--- src/rtl/scar_pkg.sv ---
`timescale 1ns / 1ps
// ----------------------------------------------------------------------------
// scar_pkg
// shared types and constants of the stereo comb/allpass reverb
// ----------------------------------------------------------------------------
package scar_pkg;

	// coefficient operand width of the shared multiplier, signed q1.15 plus headroom
	localparam int COEF_W = 17;

	localparam logic [16:0] UNITY      = 17'd32768;
	localparam logic [16:0] FEED_SUM_K = 17'd6554;
	localparam logic [16:0] FEED_DIF_K = 17'd26214;

	// configuration register indexes
	localparam logic [1:0] REG_ROOM = 2'd0;
	localparam logic [1:0] REG_DAMP = 2'd1;
	localparam logic [1:0] REG_WET  = 2'd2;

	localparam logic [14:0] ROOM_RST = 15'd27525;
	localparam logic [15:0] DAMP_RST = 16'd16384;
	localparam logic [15:0] WET_RST  = 16'd0;

	localparam int COMB_BASE [4] = '{1557, 1617, 1491, 1422};
	localparam int AP_BASE [2]   = '{225, 556};

	typedef struct packed {
		logic en;
		logic clr;
	} mac_ctl_t;

endpackage

--- src/rtl/scar_mac.sv ---
`timescale 1ns / 1ps
// ----------------------------------------------------------------------------
// scar_mac
// shared multiply-accumulate unit, one product per cycle while enabled into a registered sum
// ----------------------------------------------------------------------------
module scar_mac #(
	parameter int AW = 29
) (
	input  logic                           clk,
	input  scar_pkg::mac_ctl_t             ctl,
	input  logic signed [AW-1:0]           a,
	input  logic signed [scar_pkg::COEF_W-1:0] b,
	output logic signed [AW+scar_pkg::COEF_W:0] acc
);
	import scar_pkg::*;

	localparam int ACCW = AW + COEF_W + 1;

	logic signed [AW+COEF_W-1:0] prod;
	logic signed [ACCW-1:0]      acc_q;

	assign prod = a * b;

	always_ff @(posedge clk) begin
		if (ctl.en) begin
			acc_q <= (ctl.clr ? ACCW'(0) : acc_q) + ACCW'(prod);
		end
	end

	assign acc = acc_q;

endmodule

--- config.mk ---
export PLATFORM = sky130hd
export DESIGN_NAME = scar_mac
export DESIGN_NICKNAME = d
export VERILOG_FILES = /design/src/rtl/scar_pkg.sv /design/src/rtl/scar_mac.sv
export SDC_FILE = /design/constraint.sdc
export NUM_CORES = 2
export LEC_CHECK = 0
export CORE_MARGIN = 5
export CORE_UTILIZATION = 50
export CTS_BUF_LIST = sky130_fd_sc_hd__clkbuf_16
export CTS_CLUSTER_DIAMETER = 200
export CTS_CLUSTER_SIZE = 8
export DETAILED_ROUTE_END_ITERATION = 10
export DONT_BUFFER_PORTS = 1
export PLACE_DENSITY = 0.66
export SLEW_MARGIN = 20
export SYNTH_ARGS = -nofsm -noshare
export SYNTH_HDL_FRONTEND = slang
export SYNTH_SLANG_ARGS = --single-unit
--- constraint.sdc ---
create_clock -name clk -period 8.2 [get_ports clk]
set_input_delay 1.64 -clock clk [delete_from_list [all_inputs] [get_ports clk]]
set_output_delay 1.64 -clock clk [all_outputs]
set_load 0.05 [all_outputs]
=== Word level (Yosys, flattened, before mapping) ===
Index checks and enable logic that the tools add are counted.

* Output and inout port bits: 47
* Register bits: 47
* Bits of input ports: 49
* Logic and storage cells: 4

* Multipliers: 1
* Multiplexer cells: 1
* Add/sub/neg operators: 1

{| class="wikitable"
|+ Operators by type and width
! cell !! count
|-
| $add A47 B46 Y47 || 1
|-
| $mux W47 || 1
|-
| $mul A29 B17 Y46 || 1
|}

=== Depth between registers and ports, before layout ===
* Word-level depth: 2
* Gate-level depth with buffers: 26

=== Worst setup path before layout ===
Ideal clock, no wire load.

* Kind: input to register
* Start: in a[28]
* End: reg acc_q[44], in the netlist acc[44] (data pin)
* Setup time: 0.272 ns
* Stages on the path: 21
* Arrival: 7.284 ns
* Buffers on the path: 1
* Data required time: 7.928 ns
* Setup slack: 0.644 ns
* Cells stage by stage: clkbuf_1 -> nand2_1 -> inv_1 -> fa_1 -> fa_1 -> ha_1 -> inv_1 -> fa_1 -> inv_1 -> fa_1 -> inv_1 -> fa_1 -> inv_1 -> ha_1 -> nand3_1 -> o31a_1 -> o21ai_1 -> a31oi_2 -> a311oi_4 -> mux2i_1 -> o2111ai_1

* Word-level cells in the longest chain between the ends: 2

{| class="wikitable"
|+ RTL lines
! element !! line !! source
|-
| from (decl) || scar_mac.sv:11 || <nowiki>input logic signed [AW-1:0] a,</nowiki>
|-
| $mul A29 B17 Y46 || scar_mac.sv:22 || <nowiki>assign prod = a * b;</nowiki>
|-
| $add A47 B46 Y47 || scar_mac.sv:26 || <nowiki>acc_q <= (ctl.clr ? ACCW'(0) : acc_q) + ACCW'(prod);</nowiki>
|-
| to (signal assigned) || scar_mac.sv:26 ||
|-
| to (decl) || scar_mac.sv:20 || <nowiki>logic signed [ACCW-1:0] acc_q;</nowiki>
|}

No other way between the ends.
A chain may end at the register's enable or synchronous reset.

=== Worst setup path after layout ===
* Start: in b[16] (netlist name)
* End: reg acc_q[44], in the netlist acc[44] (data pin)

* Word-level cells in the longest chain between the ends: 2

{| class="wikitable"
|+ RTL lines
! element !! line !! source
|-
| from (decl) || scar_mac.sv:12 || <nowiki>input logic signed [scar_pkg::COEF_W-1:0] b,</nowiki>
|-
| $mul A29 B17 Y46 || scar_mac.sv:22 ||
|-
| $add A47 B46 Y47 || scar_mac.sv:26 ||
|}

No other way between the ends.

==> flow_metrics.py <==
metrics = {
    "run_status": {
        "status": "finished clean",
    },
    "finish": {
        "multi_input_area_sq_mm": 0.0169,
        "fin_area_sq_mm": 0.0217,
        "final_cells": 2741,
        "num_antenna_cells": 0,
        "drive_gt1_share_pct": 1.04,
        "fill_cells": 3819,
        "ff_latch_area_sq_mm": 0.00141,
        "layout.nets": 2917,
        "area_delta_synth_final_pct": 2.47,
        "largest_reg_flops": 47,
    },
    "synth": {
        "synth.cell_area_sq_mm": 0.0211,
        "ys_types": 57,
        "synth.most_common_cell": "inv_1",
        "synth_common_cells": "inv_1, fa_1, nand2_1, and2_1, ha_1",
        "async_reset_ff_share_pct": 0,
        "yosys_register_bits": 47,
        "yosys_warnings": 0,
        "syn-instance-count": 2285,
        "synth_top_cell_area_share_pct": 51.1,
        "synth_edf_count": 47,
        "avgSynthCellArea_sq_um": 9.25,
        "yosysTopAreaCell": "fa_1",
        "syn-num-nets": 3001,
        "yosysSeqAreaShare_pct": 6.68,
        "synth_area_leaders": "fa_1, inv_1, ha_1",
        "ys.flop_type": "edfxtp_1",
    },
    "drt": {
        "vias": 14600,
        "first_iter_violations": 810,
        "drtAntennaViolNets": 0,
        "route.detailed.drc": 0,
        "avgViaCountPerCell": 5.32,
        "drtPass1Iterations": 5,
        "wirelength_microns": 53400,
        "wire_per_inst_microns": 19.5,
    },
    "worst_setup_path": {
        "worstPathMaxFanout": 13,
        "path_class": "in -> reg",
        "start_kind": "primary input",
        "r2r_start": "acc[21]",
        "cp_data_arrival_time_ps": 7600,
        "cp.required_ps": 8240,
        "reg2reg_slack_ps": 1460,
        "regToRegEndpoint": "acc[44]",
        "rr_worst_depth": 21,
        "worstSetupEndpointType": "flop",
    },
    "hold_path": {
        "worstHoldStart": "acc[0]",
        "min_path_cells": 2,
        "hold_end": "acc[0]",
        "hold_path.class": "reg -> reg",
    },
    "timing": {
        "maxSlewViolCount": 0,
        "tightest_slew_ps": 688,
        "finalSetupViolations": 0,
        "relSlewSlack_pct": 54.1,
        "rsz0062_at_grt": "false",
        "tns_ps": 0,
        "fin_crit_ps": 7570,
        "clock_skew_ps": 7.43,
        "fin_crit_sh_pct": 92.3,
        "hold_viol": 0,
        "timing.fmax_mhz": 132,
    },
    "clock_network": {
        "cts_buffers": 5,
        "cts_resized": 0,
        "cts_tree": "done",
        "cts_buffer_depth": 2,
        "cts_setup_buffers": 0,
        "h-tree-depth": 2,
        "cts.sinks": 47,
        "cts.clk_slew.worst_paths_ps": 70,
        "root_buffer": "clkbuf_16",
        "clk_latency_ps": 300,
        "cts.hold.buffers_added": 0,
    },
    "floorplanning": {
        "initial_utilization_pct": 50.5,
        "die_y_microns": 216,
        "die_x_microns": 216,
        "placementRows": 75,
        "die-area_sq_mm": 0.0465,
        "io-pin-count": 96,
        "core_sq_mm": 0.0419,
    },
    "global_routing": {
        "grt_pass1_wl_microns": 88800,
        "track_usage_pct": 24.0,
        "grt_pass1_vias": 16500,
        "grt_overflow": 0,
        "antenna_found_initial": 0,
        "grt_max_degree": 48,
    },
    "placed_design": {
        "dp_hpwl_microns": 43900,
        "dp_cells": 2733,
        "dpl_cell_area_sq_mm": 0.0215,
        "port_buffers": 0,
        "gp_congestion": 0.897,
    },
    "flow_run": {
        "drv_cap": 0,
    },
}
layout by cell type (no fill, tap or decap), types with 5 or more instances in the layout:
master,instances
inv_1,649
fa_1,539
nand2_1,291
and2_1,196
ha_1,128
nor2_1,58
edfxtp_1,47
nand2b_1,36
xnor2_1,36
a21oi_1,35
nor2b_1,22
o21ai_0,20
a21o_1,20
xor2_1,13
and3_1,10
nand3_1,9
o21a_1,8
o21ai_1,6
o21bai_1,6
a211oi_1,5
o211ai_1,5
nor3_1,5
nand4_1,5
clkbuf_16,5
critical path: stages:
cell and delay, ps:
inv_1 420, nor2_1 110, fa_1 540, fa_1 450, fa_1 510, fa_1 420
fa_1 490, inv_1 50, fa_1 540, inv_1 60, ha_1 380, nand3_1 170
nor2_1 300, nand2_1 140, a211oi_2 350, o2111ai_2 190, a311oi_4 420, mux2i_1 270
o2111ai_1 140
layer usage:
metal	global-route usage, %	vias up	share of wire, %
met5	0	-	0
met2	39.9	572	48
met1	31.9	7557	40
met4	5.59	0	2.7
li1	-	6365	-
met3	6.04	95	9.0
area by class of cell:
cell class / count / share of cell area (%)
well taps: 539 / 3.11
repair buffers: 3 / 0.104
clock inverters: 3 / 0.312
multi-input cells: 1495 / 78.1
clock buffers: 5 / 0.578
flip-flops and latches: 47 / 6.52
inverters: 649 / 11.2
how the worst max path moves through the flow:
stage | startpoint | endpoint | slack, ps | cells after the start
after floorplan | a[28] | acc[44] | 640 | 21
after global placement | b[16] | acc[44] | 530 | 19
after detailed placement | b[16] | acc[44] | 380 | 19
after CTS | b[16] | acc[44] | 680 | 19
after global routing | b[16] | acc[44] | 310 | 19
final | b[16] | acc[44] | 630 | 19
stage by stage:
stage               util, %  worst slack (ps)  hold WS [ps]
finish                 51.7               631          1100
detailed placement     51.3               378          1080
CTS                    51.7               683          1110
floorplan                 -               644          1020
global placement       51.3               526          1070
global route           51.7               306          1140
cells by family after synthesis:
family / count (synthesis) / synth area share (%)
AOI/OAI and AO/OA: 134 / 4.41
and+or+nand+nor: 644 / 14.9
adders and majority gates: 667 / 58.6
muxes: 1 / 0.0474
buffers and inverters: 743 / 13.3
xor gates and xnor gates: 49 / 2.03
DFF: 47 / 6.68
Power is left out: the tool's default activity adds up to more than one toggle a clock period on the data nets, which glitch-free logic cannot reach.
